--- src/rtl/core/tcgr_pkg.sv ---
// Shared types and constants of the text console glyph renderer.
package tcgr_pkg;

  // Fixed widths (cover the whole legal parameter range)
  localparam int COL_W      = 7;   // byte column index, also cursor_col >> 1
  localparam int IDX_W      = 8;   // byte index inside a walk
  localparam int OFF_W      = 12;  // byte offset inside a column, before range check
  localparam int LIN_W      = 18;  // linear framebuffer address before range check
  localparam int FBASE_W    = 11;  // font row address
  localparam int CFG_IDX_W  = 3;
  localparam int CFG_DATA_W = 7;
  localparam int IN_DATA_W  = 48;
  localparam int OUT_DATA_W = 32;

  // Command function codes
  localparam logic [2:0] FUNC_DRAW   = 3'd0;
  localparam logic [2:0] FUNC_CLEAR  = 3'd1;
  localparam logic [2:0] FUNC_INVERT = 3'd2;
  localparam logic [2:0] FUNC_SETCOL = 3'd3;
  localparam logic [2:0] FUNC_SETROW = 3'd4;
  localparam logic [2:0] FUNC_READ   = 3'd5;
  localparam logic [2:0] FUNC_LOAD   = 3'd6;

  // Character codes
  localparam logic [7:0] CHAR_NUL     = 8'h00;
  localparam logic [7:0] CHAR_NEWLINE = 8'h0A;
  localparam logic [7:0] FIRST_GLYPH  = 8'h20;

  // Framebuffer walk kinds
  localparam logic [2:0] OP_DRAW   = 3'd0;
  localparam logic [2:0] OP_CLEAR  = 3'd1;
  localparam logic [2:0] OP_INVERT = 3'd2;
  localparam logic [2:0] OP_SCROLL = 3'd3;
  localparam logic [2:0] OP_READ   = 3'd4;

  // What a decoded item needs next
  localparam logic [1:0] KIND_DONE  = 2'd0;
  localparam logic [1:0] KIND_WALK  = 2'd1;
  localparam logic [1:0] KIND_CHECK = 2'd2;

  // Configuration register indexes
  localparam logic [CFG_IDX_W-1:0] CFG_INVERT = 3'd0;
  localparam logic [CFG_IDX_W-1:0] CFG_LEFT   = 3'd1;
  localparam logic [CFG_IDX_W-1:0] CFG_RIGHT  = 3'd2;
  localparam logic [CFG_IDX_W-1:0] CFG_BOTTOM = 3'd3;

  // Controller to datapath commands
  typedef struct packed {
    logic capture;
    logic decode;
    logic rd;
    logic wr;
    logic scroll_start;
    logic load_out;
    logic clr_wr;
  } ctl_cmd_t;

  // Datapath to controller status
  typedef struct packed {
    logic [1:0] kind;
    logic       last;
    logic       op_draw;
    logic       need_scroll;
    logic       clr_last;
  } dp_stat_t;

  // Result item, read_data in the lowest bits
  typedef struct packed {
    logic       ignored;
    logic       did_scroll;
    logic [7:0] cursor_line;
    logic [7:0] cursor_column;
    logic [7:0] read_data;
  } result_t;

endpackage

--- src/rtl/core/tcgr_ctrl.sv ---
// Command sequencer of the text console glyph renderer.
module tcgr_ctrl (
  input  logic                clk,
  input  logic                rst_n,
  input  logic                in_tvalid,
  output logic                in_tready,
  input  logic                out_tready,
  output logic                out_tvalid,
  input  tcgr_pkg::dp_stat_t  stat,
  output tcgr_pkg::ctl_cmd_t  cmd
);

  localparam logic [2:0] ST_CLEAR  = 3'd0;
  localparam logic [2:0] ST_IDLE   = 3'd1;
  localparam logic [2:0] ST_DECODE = 3'd2;
  localparam logic [2:0] ST_RD     = 3'd3;
  localparam logic [2:0] ST_WR     = 3'd4;
  localparam logic [2:0] ST_CHECK  = 3'd5;
  localparam logic [2:0] ST_PUSH   = 3'd6;

  logic [2:0] state_r, state_nxt;
  logic       out_valid_r, out_valid_nxt;

  // Next state and commands
  always_comb begin
    cmd           = '0;
    state_nxt     = state_r;
    out_valid_nxt = out_valid_r;
    if (out_valid_r && out_tready) begin
      out_valid_nxt = 1'b0;
    end
    unique case (state_r)
      ST_CLEAR: begin
        cmd.clr_wr = 1'b1;
        if (stat.clr_last) begin
          state_nxt = ST_IDLE;
        end
      end
      ST_IDLE: begin
        if (in_tvalid) begin
          cmd.capture = 1'b1;
          state_nxt   = ST_DECODE;
        end
      end
      ST_DECODE: begin
        cmd.decode = 1'b1;
        case (stat.kind)
          tcgr_pkg::KIND_WALK:  state_nxt = ST_RD;
          tcgr_pkg::KIND_CHECK: state_nxt = ST_CHECK;
          default:              state_nxt = ST_PUSH;
        endcase
      end
      ST_RD: begin
        cmd.rd    = 1'b1;
        state_nxt = ST_WR;
      end
      ST_WR: begin
        cmd.wr = 1'b1;
        if (stat.last) begin
          state_nxt = stat.op_draw ? ST_CHECK : ST_PUSH;
        end else begin
          state_nxt = ST_RD;
        end
      end
      ST_CHECK: begin
        if (stat.need_scroll) begin
          cmd.scroll_start = 1'b1;
          state_nxt        = ST_RD;
        end else begin
          state_nxt = ST_PUSH;
        end
      end
      ST_PUSH: begin
        if (!out_valid_r || out_tready) begin
          cmd.load_out  = 1'b1;
          out_valid_nxt = 1'b1;
          state_nxt     = ST_IDLE;
        end
      end
      default: begin
        state_nxt = ST_IDLE;
      end
    endcase
  end

  // State registers
  always_ff @(posedge clk) begin
    if (!rst_n) begin
      state_r     <= ST_CLEAR;
      out_valid_r <= 1'b0;
    end else begin
      state_r     <= state_nxt;
      out_valid_r <= out_valid_nxt;
    end
  end

  assign in_tready  = (state_r == ST_IDLE);
  assign out_tvalid = out_valid_r;

endmodule

--- config.mk ---
export PLATFORM = sky130hd
export DESIGN_NAME = tcgr_ctrl
export DESIGN_NICKNAME = d
export VERILOG_FILES = /design/src/rtl/core/tcgr_pkg.sv /design/src/rtl/core/tcgr_ctrl.sv
export SDC_FILE = /design/constraint.sdc
export NUM_CORES = 1
export LEC_CHECK = 0
export ABC_AREA = 1
export CAP_MARGIN = 5
export CORE_AREA = 2 2 39 41
export CTS_CLUSTER_SIZE = 40
export DETAILED_ROUTE_END_ITERATION = 8
export DIE_AREA = 0 0 41 43
export DONT_BUFFER_PORTS = 1
export PLACE_DENSITY = 0.35
export SETUP_SLACK_MARGIN = 0.4
export SYNTH_ARGS = -nofsm -noshare
export SYNTH_HDL_FRONTEND = slang
export SYNTH_SLANG_ARGS = --single-unit
--- constraint.sdc ---
create_clock -name clk -period 1.29 [get_ports clk]
set_clock_uncertainty 0.05 [all_clocks]
set_input_delay 0.0645 -clock clk [delete_from_list [all_inputs] [get_ports clk]]
set_output_delay 0.0645 -clock clk [all_outputs]
set_load 0.01 [all_outputs]
==> run_results.csv, run 1 <==
group,metric,value,unit
synth,syn_avg_cell_area,5.429,sq um
synth,yosys_warnings,0,
synth,synthCells,62,
worst_setup_path,critPathMaxFanout,7,
worst_setup_path,critPathBufInv,1,
synth,post_synth_mux_area_share,0,%
clock_tree,cts_hold_buf,2,
worst_setup_path,path_delay_family,"flip-flops",
timing,timing.final.crit_share,86.81,%
floorplanning,ios,19,
grt,grt_pass1_vias,325,
clock_tree,ctsRootBufferMaster,"clkbuf_4",
synth,synth-seq-area-share,23.79,%
floorplanning,die_x,41,um
worst_setup_path,path_class,"reg -> out",
cells_and_area,final_cell_mix,"9 x inv_1, 6 x nor2_4, 6 x nor2_1, 6 x nand2_2, 6 x nand2_1",
power,p_leak,0.0002755,uW
route,wl_per_cell,10.72,um
floorplanning,die_area,0.001763,sq mm
worst_setup_path,setup.worst_path.start_class,"flop",
run_status,violations,"hold timing",
cells_and_area,num_antenna_cells,0,
clock_tree,clk-insertion-delay-late,0.24,ns
place,preCtsSetupSlack,0.1069,ns
route,vias,408,
clock_tree,cts.path.max_buffers,2,
grt,grt_max_degree,8,
synth,synth_top_cell_by_area,"dfxtp_1",
worst_setup_path,worst_path_largest_cell_delay,0.43,ns
power,switchingPower,261.9,uW
hold_path,hold_path_class,"in -> reg",
cells_and_area,multiInputGateArea,317.8,sq um
worst_setup_path,slowest_stage,"dfxtp_4",
cells_and_area,area.sequential,91.34,sq um
cells_and_area,drive_gt1_share,52.78,%
clock_tree,cts_tree,"built",
power,ir_drop,0.0005755,V
clock_tree,cts_sinks,4,
route,dr.pass1.iters,3,
floorplanning,rows,14,
power,seq_power_share,30.1,%
timing,relSlewSlack,84.46,%
synth,synthesis.area,336.6,sq um
floorplanning,core,0.001384,sq mm
timing,rsz0062_at_grt,"yes",
floorplanning,start_util,24.32,%
timing,min_period,1.120,ns
grt,gr-usage-all-layers,12.44,%
clock_tree,clk_pin_slew,0.04,ns
synth,synthTopCellsByArea,"dfxtp_1 24%, nand2_1 17%, inv_1 14%",
run_status,outcome,"finished, violations left",
clock_tree,cts_buffers,3,
grt,grt_pass1_wl,1.386,mm
synth,synth_xor_area_share,0,%
synth,synth-compound-area-share,9.665,%
timing,setup_slack,0.1701,ns
power,combPwrFrac,42.6,%
synth,synthSimpleGateAreaFrac,43.49,%
route,ant_nets,0,
synth,synth_fp_nets,74,
floorplanning,fp.dieH,43,um
cells_and_area,synthToLayoutAreaGrowth,68.40,%
synth,netlist.area_leader.share,23.79,%
clock_tree,htreeDepth,1,
timing,final-max-slew-violation-count,0,
timing,final-setup-viol-count,0,
grt,grt_remaining_overflow,0,
synth,synth_cell_types,12,
power,clkPwrFrac,27.3,%
place,place_congestion,0.6797,
synth,synthAdderAreaFrac,7.435,%
cells_and_area,n_fill_cell,164,
place,portBuffers,0,
route,drc,0,
grt,antenna_found_initial,0,
timing,worstMarginPinSlew,0.2319,ns
timing,tns,0,ns
worst_setup_path,cp_cell_sequence,"nand2_4 -> nor2_4 -> nand2_2 -> inv_2",
cells_and_area,fin_nets,85,
route,vias_per_cell,4.636,
cells_and_area,final_common_cell,"inv_1",
worst_setup_path,arrival,1.01,ns
power,intPower,371.1,uW
power,power.density,1117,mW/mm^2
timing,hold_ws,-0.01321,ns
worst_setup_path,worstPathRequired,1.18,ns
route,dr.first_iter.drc_count,2,
power,swShare,41.37,%
synth,synth_top_family_by_area,"simple AND/OR/NAND/NOR gates",
synth,ys_seq_elements,4,
worst_setup_path,ff2ff_setup_slack,0.17,ns
route,wirelength,943,um
place,post-dp-hpwl,765.7,um
worst_setup_path,endpoint_kind,"primary output",
flow_run,cap_violations,0,
timing,hold_viol,3,
timing,fmax,893.0,MHz
==> layer usage <==
metal / GRT usage [%] / part of all wire (%) / vias to the layer above
li1: - / - / 211
met1: 15.38 / 46 / 185
met2: 18.13 / 49 / 10
met3: 3.141 / 3.5 / 2
met4: 8.000 / 1.4 / 0
met5: 0 / 0 / -
==> synthesized netlist by cell type <==
library cell and number:
inv_1 13, a21oi_1 4, ha_1 2, nor2_1 13, dfxtp_1 4, nand2_1 15
inv_2 1, o211ai_1 1, nand3_1 4, o21ai_0 1, nor3_1 3, nor2_2 1
==> cells by family after synthesis <==
group,count (synthesis)
simple gates,36
buf+inv,14
compound gates,6
flops,4
fa+ha+maj,2
==> final timing paths <==
kind	cells past startpoint	to	startpoint
setup / recovery	4	cmd[2]	state_r[0]
hold / removal	3	out_tvalid	out_tready
setup reg to reg	7	state_r[1]	state_r[2]
hold reg to reg	4	out_tvalid	out_tvalid
==> power by group through the flow <==
stage	clock network, uW	logic [uW]	registers (uW)
2_1_floorplan	0	138	174
6_report	173	270	191
3_5_place_dp	0	171	182
3_3_place_gp	0	176	183
5_1_grt	184	299	194
4_1_cts	182	229	185
==> cell type report <==
class | count | area share, %
Clock buffer | 4 | 4.636
Inverter | 14 | 10.15
Multi-Input combinational cell | 44 | 56.07
Sequential cell | 4 | 16.11
Tap cell | 16 | 3.532
Timing Repair Buffer | 6 | 9.492
==> metrics by stage <==
| stage | util [%] | cells | power, uW | hold slack (ns) | area [sq um] |
|---|---|---|---|---|---|
| finish | 40.96 | 88 | 633.0 | -0.01321 | 566.8 |
| global route | 40.96 | 88 | 677.0 | -0.003821 | 566.8 |
| CTS | 37.25 | 87 | 596.6 | -0.01138 | 515.5 |
| detailed placement | 29.48 | 79 | 353.5 | 0.1741 | 407.9 |
| global placement | 29.48 | 79 | 358.7 | 0.1839 | 407.9 |
| floorplan | - | 62 | 311.4 | 0.1557 | 380.4 |
==> sequential cells by signal, indices dropped and copies added (netlist names) <==
register and count:
state_r 3, out_tvalid 1
==> worst reg2reg max path, delay by kind of cell (launching register included) <==
kind / cells / cell delay [ns]
flops: 1 / 0.36
buf+inv: 1 / 0.09
compound gates: 1 / 0.10
simple gates: 5 / 0.43
==> repair_timing <==
action | 4_1_cts | 5_1_grt
setup buffers | 2 | 1
gates resized for setup | 16 | 13
hold endpoints to repair | 4 | 1
pin swaps | 6 | 6
setup endpoints to repair | 11 | 12
No activity file was read; power rests on OpenSTA's default activity.
==> run 2, diff against run 1 <==
--- a/config.mk
+++ b/config.mk
@@ -12,8 +12,8 @@
 export DETAILED_ROUTE_END_ITERATION = 8
 export DIE_AREA = 0 0 41 43
 export DONT_BUFFER_PORTS = 1
+export HOLD_SLACK_MARGIN = 0.05
 export PLACE_DENSITY = 0.35
-export SETUP_SLACK_MARGIN = 0.4
 export SYNTH_ARGS = -nofsm -noshare
 export SYNTH_HDL_FRONTEND = slang
 export SYNTH_SLANG_ARGS = --single-unit
==> run_results.csv, run 2 (synthesis results as in run 1) <==
group,metric,value,unit
cells_and_area,final_common_cell,"nand2_1",
route,wirelength,858,um
route,dr.pass1.iters,2,
clock_tree,postCtsSetupBuffers,0,
clock_tree,cts_sinks,4,
cells_and_area,num_antenna_cells,0,
place,place_congestion,0.6790,
grt,grt_remaining_overflow,0,
worst_setup_path,setup.worst_path.start_class,"flop",
timing,worstMarginPinSlew,0.3757,ns
route,ant_nets,0,
timing,relSlewSlack,74.76,%
timing,hold_viol,0,
grt,grt_pass1_wl,1.345,mm
timing,final-setup-viol-count,0,
place,portBuffers,0,
floorplanning,die_x,41,um
place,preCtsSetupSlack,0.09145,ns
worst_setup_path,arrival,1.05,ns
clock_tree,ctsRootBufferMaster,"clkbuf_4",
route,vias_per_cell,4.506,
worst_setup_path,endpoint_kind,"primary output",
route,drc,0,
power,power.density,1097,mW/mm^2
grt,gr-usage-all-layers,11.77,%
route,wl_per_cell,9.640,um
worst_setup_path,path_class,"reg -> out",
cells_and_area,n_fill_cell,171,
route,dr.first_iter.drc_count,4,
clock_tree,clk-insertion-delay-late,0.23,ns
timing,final-max-slew-violation-count,0,
cells_and_area,largest_reg_flops,3,
cells_and_area,top_register,"state_r",
cells_and_area,fin_nets,87,
power,p_leak,0.0002472,uW
floorplanning,ios,19,
floorplanning,core,0.001384,sq mm
run_status,outcome,"finished, final reports clean",
grt,grt_max_degree,8,
cells_and_area,area.sequential,82.58,sq um
floorplanning,die_area,0.001763,sq mm
clock_tree,cts_buffers,3,
place,post-dp-hpwl,759.8,um
timing,setup_slack,0.1232,ns
power,power.total,498.3,uW
clock_tree,htreeDepth,1,
worst_setup_path,critPathMaxFanout,6,
floorplanning,rows,14,
worst_setup_path,worstPathRequired,1.18,ns
flow_run,cap_violations,0,
hold_path,hold_path_class,"in -> reg",
clock_tree,cts_tree,"built",
floorplanning,fp.dieH,43,um
timing,min_period,1.167,ns
cells_and_area,synthToLayoutAreaGrowth,34.94,%
cells_and_area,drive_gt1_share,17.81,%
route,vias,401,
timing,fmax,857.1,MHz
floorplanning,start_util,24.32,%
cells_and_area,fin_cells,89,
place,dp.cells,83,
power,ir_drop,0.0004565,V
clock_tree,clk_pin_slew,0.04,ns
cells_and_area,final_cell_mix,"15 x nand2_1, 13 x inv_1, 13 x nor2_1, 5 x buf_4",
timing,tns,0,ns
cells_and_area,finalCoreUtilization,32.82,%
timing,rsz0062_at_grt,"no",
grt,grt_pass1_vias,377,
timing,timing.final.crit_share,90.45,%
grt,antenna_found_initial,0,
cells_and_area,multiInputGateArea,209.0,sq um
clock_tree,cts.path.max_buffers,2,
[run 2: critical path, stage by stage, from the launching register on]
cell and delay, ns:
dfxtp_2 0.36, nand2_1 0.11, nor3_1 0.35
[run 2: stage by stage]
stage	area (sq um)	hold slack [ns]
after floorplan	336.6	0.1650
after global placement	394.1	0.1842
after detailed placement	394.1	0.1878
after CTS	451.7	0.05418
after global routing	454.2	0.1160
final	454.2	0.05069
[run 2: worst paths after layout]
path	startpoint	end	cells past startpoint	slack [ns]
hold reg to reg	out_tvalid	out_tvalid	4	0.53
setup / recovery	state_r[1]	cmd[1]	2	0.12
hold / removal	stat[0]	state_r[0]	3	0.05
setup reg to reg	state_r[1]	state_r[1]	7	0.17
[run 2: repair_timing]
item	in CTS	in global routing
endpoints found under the hold margin	4	0
endpoints found under the setup margin	1	5
resized for setup	1	2
gates cloned	0	0
hold buffers	3	0
[run 2: area by class of cell]
class / instances / area share (%)
Clock buffer: 3 / 4.959
Tap cell: 16 / 4.408
Timing Repair Buffer: 8 / 14.88
Sequential cell: 4 / 18.18
Inverter: 14 / 11.57
Multi-Input combinational cell: 44 / 46.01
[run 2: routing by layer]
metal / global-route usage (%) / part of all wire, % / vias up
li1: - / - / 212
met1: 12.30 / 42 / 174
met2: 18.75 / 48 / 11
met3: 2.094 / 7.0 / 4
met4: 10.00 / 2.7 / 0
met5: 0 / 0 / -
[run 2: where the power goes]
| group | internal (uW) | switching [uW] | leakage [uW] |
|---|---|---|---|
| combinational | 72.1 | 113 | 0.000200 |
| sequential | 141 | 20.8 | 0.0000334 |
| clock | 104 | 47.7 | 0.0000138 |
==> run 3, diff against run 2 <==
--- a/config.mk
+++ b/config.mk
@@ -12,6 +12,7 @@
 export DETAILED_ROUTE_END_ITERATION = 8
 export DIE_AREA = 0 0 41 43
 export DONT_BUFFER_PORTS = 1
+export GPL_TIMING_DRIVEN = 0
 export HOLD_SLACK_MARGIN = 0.05
 export PLACE_DENSITY = 0.35
 export SYNTH_ARGS = -nofsm -noshare
==> run_results.csv, run 3 (synthesis results as in run 1) <==
group,metric,value,unit
clock_tree,cts_sinks,4,
route,vias_per_cell,4.571,
worst_setup_path,endpoint_kind,"primary output",
worst_setup_path,setup.worst_path.start_class,"flop",
route,dr.first_iter.drc_count,7,
floorplanning,rows,14,
run_status,outcome,"finished, final reports clean",
timing,min_period,1.211,ns
floorplanning,fp.dieH,43,um
floorplanning,die_x,41,um
worst_setup_path,path_class,"reg -> out",
place,place_area,356.6,sq um
grt,grt_remaining_overflow,0,
power,power.density,1152,mW/mm^2
floorplanning,die_area,0.001763,sq mm
route,wl_per_cell,10.35,um
grt,grt_pass1_wl,1.386,mm
worst_setup_path,arrival,1.10,ns
worst_setup_path,cp_cell_sequence,"nand2_1 -> nor2_2 -> nand2_1 -> inv_1",
cells_and_area,final_cell_mix,"15 x nand2_1, 13 x inv_1, 12 x nor2_1, 4 x nand3_1, 4 x a21oi_1",
clock_tree,htreeDepth,1,
power,p_leak,0.0002244,uW
worst_setup_path,slowest_stage,"dfxtp_2",
cells_and_area,final_common_cell,"nand2_1",
cells_and_area,synthToLayoutAreaGrowth,26.39,%
clock_tree,clk_pin_slew,0.04,ns
hold_path,hold_path_class,"in -> reg",
grt,grt_max_degree,8,
flow_run,cap_violations,0,
floorplanning,core,0.001384,sq mm
grt,antenna_found_initial,0,
timing,worstMarginPinSlew,0.3609,ns
cells_and_area,fin_nets,82,
route,wirelength,869,um
worst_setup_path,worst_path_largest_cell_delay,0.40,ns
cells_and_area,drive_gt1_share,16.18,%
timing,hold_ws,0.05716,ns
cells_and_area,largest_reg_flops,3,
timing,relSlewSlack,75.75,%
route,dr.pass1.iters,4,
timing,hold_viol,0,
cells_and_area,num_antenna_cells,0,
timing,timing.final.crit_share,93.89,%
clock_tree,ctsRootBufferMaster,"clkbuf_4",
timing,rsz0062_at_grt,"yes",
worst_setup_path,worstPathRequired,1.18,ns
worst_setup_path,critPathMaxFanout,7,
clock_tree,cts.path.max_buffers,2,
timing,fmax,825.7,MHz
route,ant_nets,0,
clock_tree,cts_buffers,3,
worst_setup_path,critPathBufInv,1,
power,ir_drop,0.0006164,V
cells_and_area,top_register,"state_r",
timing,final-max-slew-violation-count,0,
clock_tree,clk-insertion-delay-late,0.24,ns
place,post-dp-hpwl,711.3,um
timing,final-setup-viol-count,0,
cells_and_area,design_area,425.4,sq um
route,drc,0,
floorplanning,ios,19,
place,place_congestion,0.6310,
worst_setup_path,crit_top_cell,"nand2_1",
worst_setup_path,path_delay_family,"flip-flops",
route,vias,384,
grt,gr-usage-all-layers,11.86,%
place,portBuffers,0,
floorplanning,start_util,24.32,%
grt,grt_pass1_vias,367,
clock_tree,cts_tree,"built",
[run 3: path summary, 6_finish.rpt]
kind	slack (ns)	to	from	cells past startpoint
setup / recovery	0.08	cmd[2]	state_r[0]	4
hold / removal	0.06	state_r[2]	stat[3]	4
setup reg to reg	0.09	state_r[1]	state_r[2]	7
hold reg to reg	0.57	out_tvalid	out_tvalid	4
[run 3: timing repair]
item	4_1_cts	5_1_grt
buffers inserted	0	0
hold buffers	3	0
gates resized for setup	2	4
gates cloned	0	0
endpoints found under the hold margin	4	0
setup endpoints to repair	3	6
[run 3: routing by layer]
layer  routed length, um  share of wire [%]  track usage (%)
met5                   0                  0                0
met4                  25                2.9            10.00
met3                  50                5.8            1.571
met2                 397                 46            17.81
met1                 396                 46            13.87
[run 3: worst reg2reg max path, delay by kind of cell (launching register included)]
kind | cells | cell delay (ns)
AO/OA/AOI/OAI | 1 | 0.11
buffers and inverters | 1 | 0.11
flip-flops | 1 | 0.34
AND/OR/NAND/NOR | 5 | 0.51
[run 3: final cells by class]
class                   instances  area (sq um)
inverters                      14         52.55
well taps                      16         20.02
repair buffers                  3         30.03
multi-input cells              44         216.5
fillers                       182         958.4
flip-flops and latches          4         83.83
clock buffers                   3         22.52
[run 3: stage by stage]
step | TNS (ns) | power [uW] | setup slack (ns) | cells | utilization, %
4_1_cts | 0 | 497.0 | 0.01396 | 84 | 30.02
6_report | 0 | 490.1 | 0.07887 | 84 | 30.74
3_3_place_gp | -0.006404 | 322.5 | -0.006404 | 78 | 25.77
2_1_floorplan | 0 | 284.5 | 0.1441 | 62 | -
3_5_place_dp | -0.02907 | 321.0 | -0.02907 | 78 | 25.77
5_1_grt | -0.05241 | 530.7 | -0.03267 | 84 | 30.74
[run 3: power breakdown]
part           internal (uW)  switching [uW]
Combinational           54.3             111
Clock                    104            52.6
Sequential               142            26.7
Total                    300             190
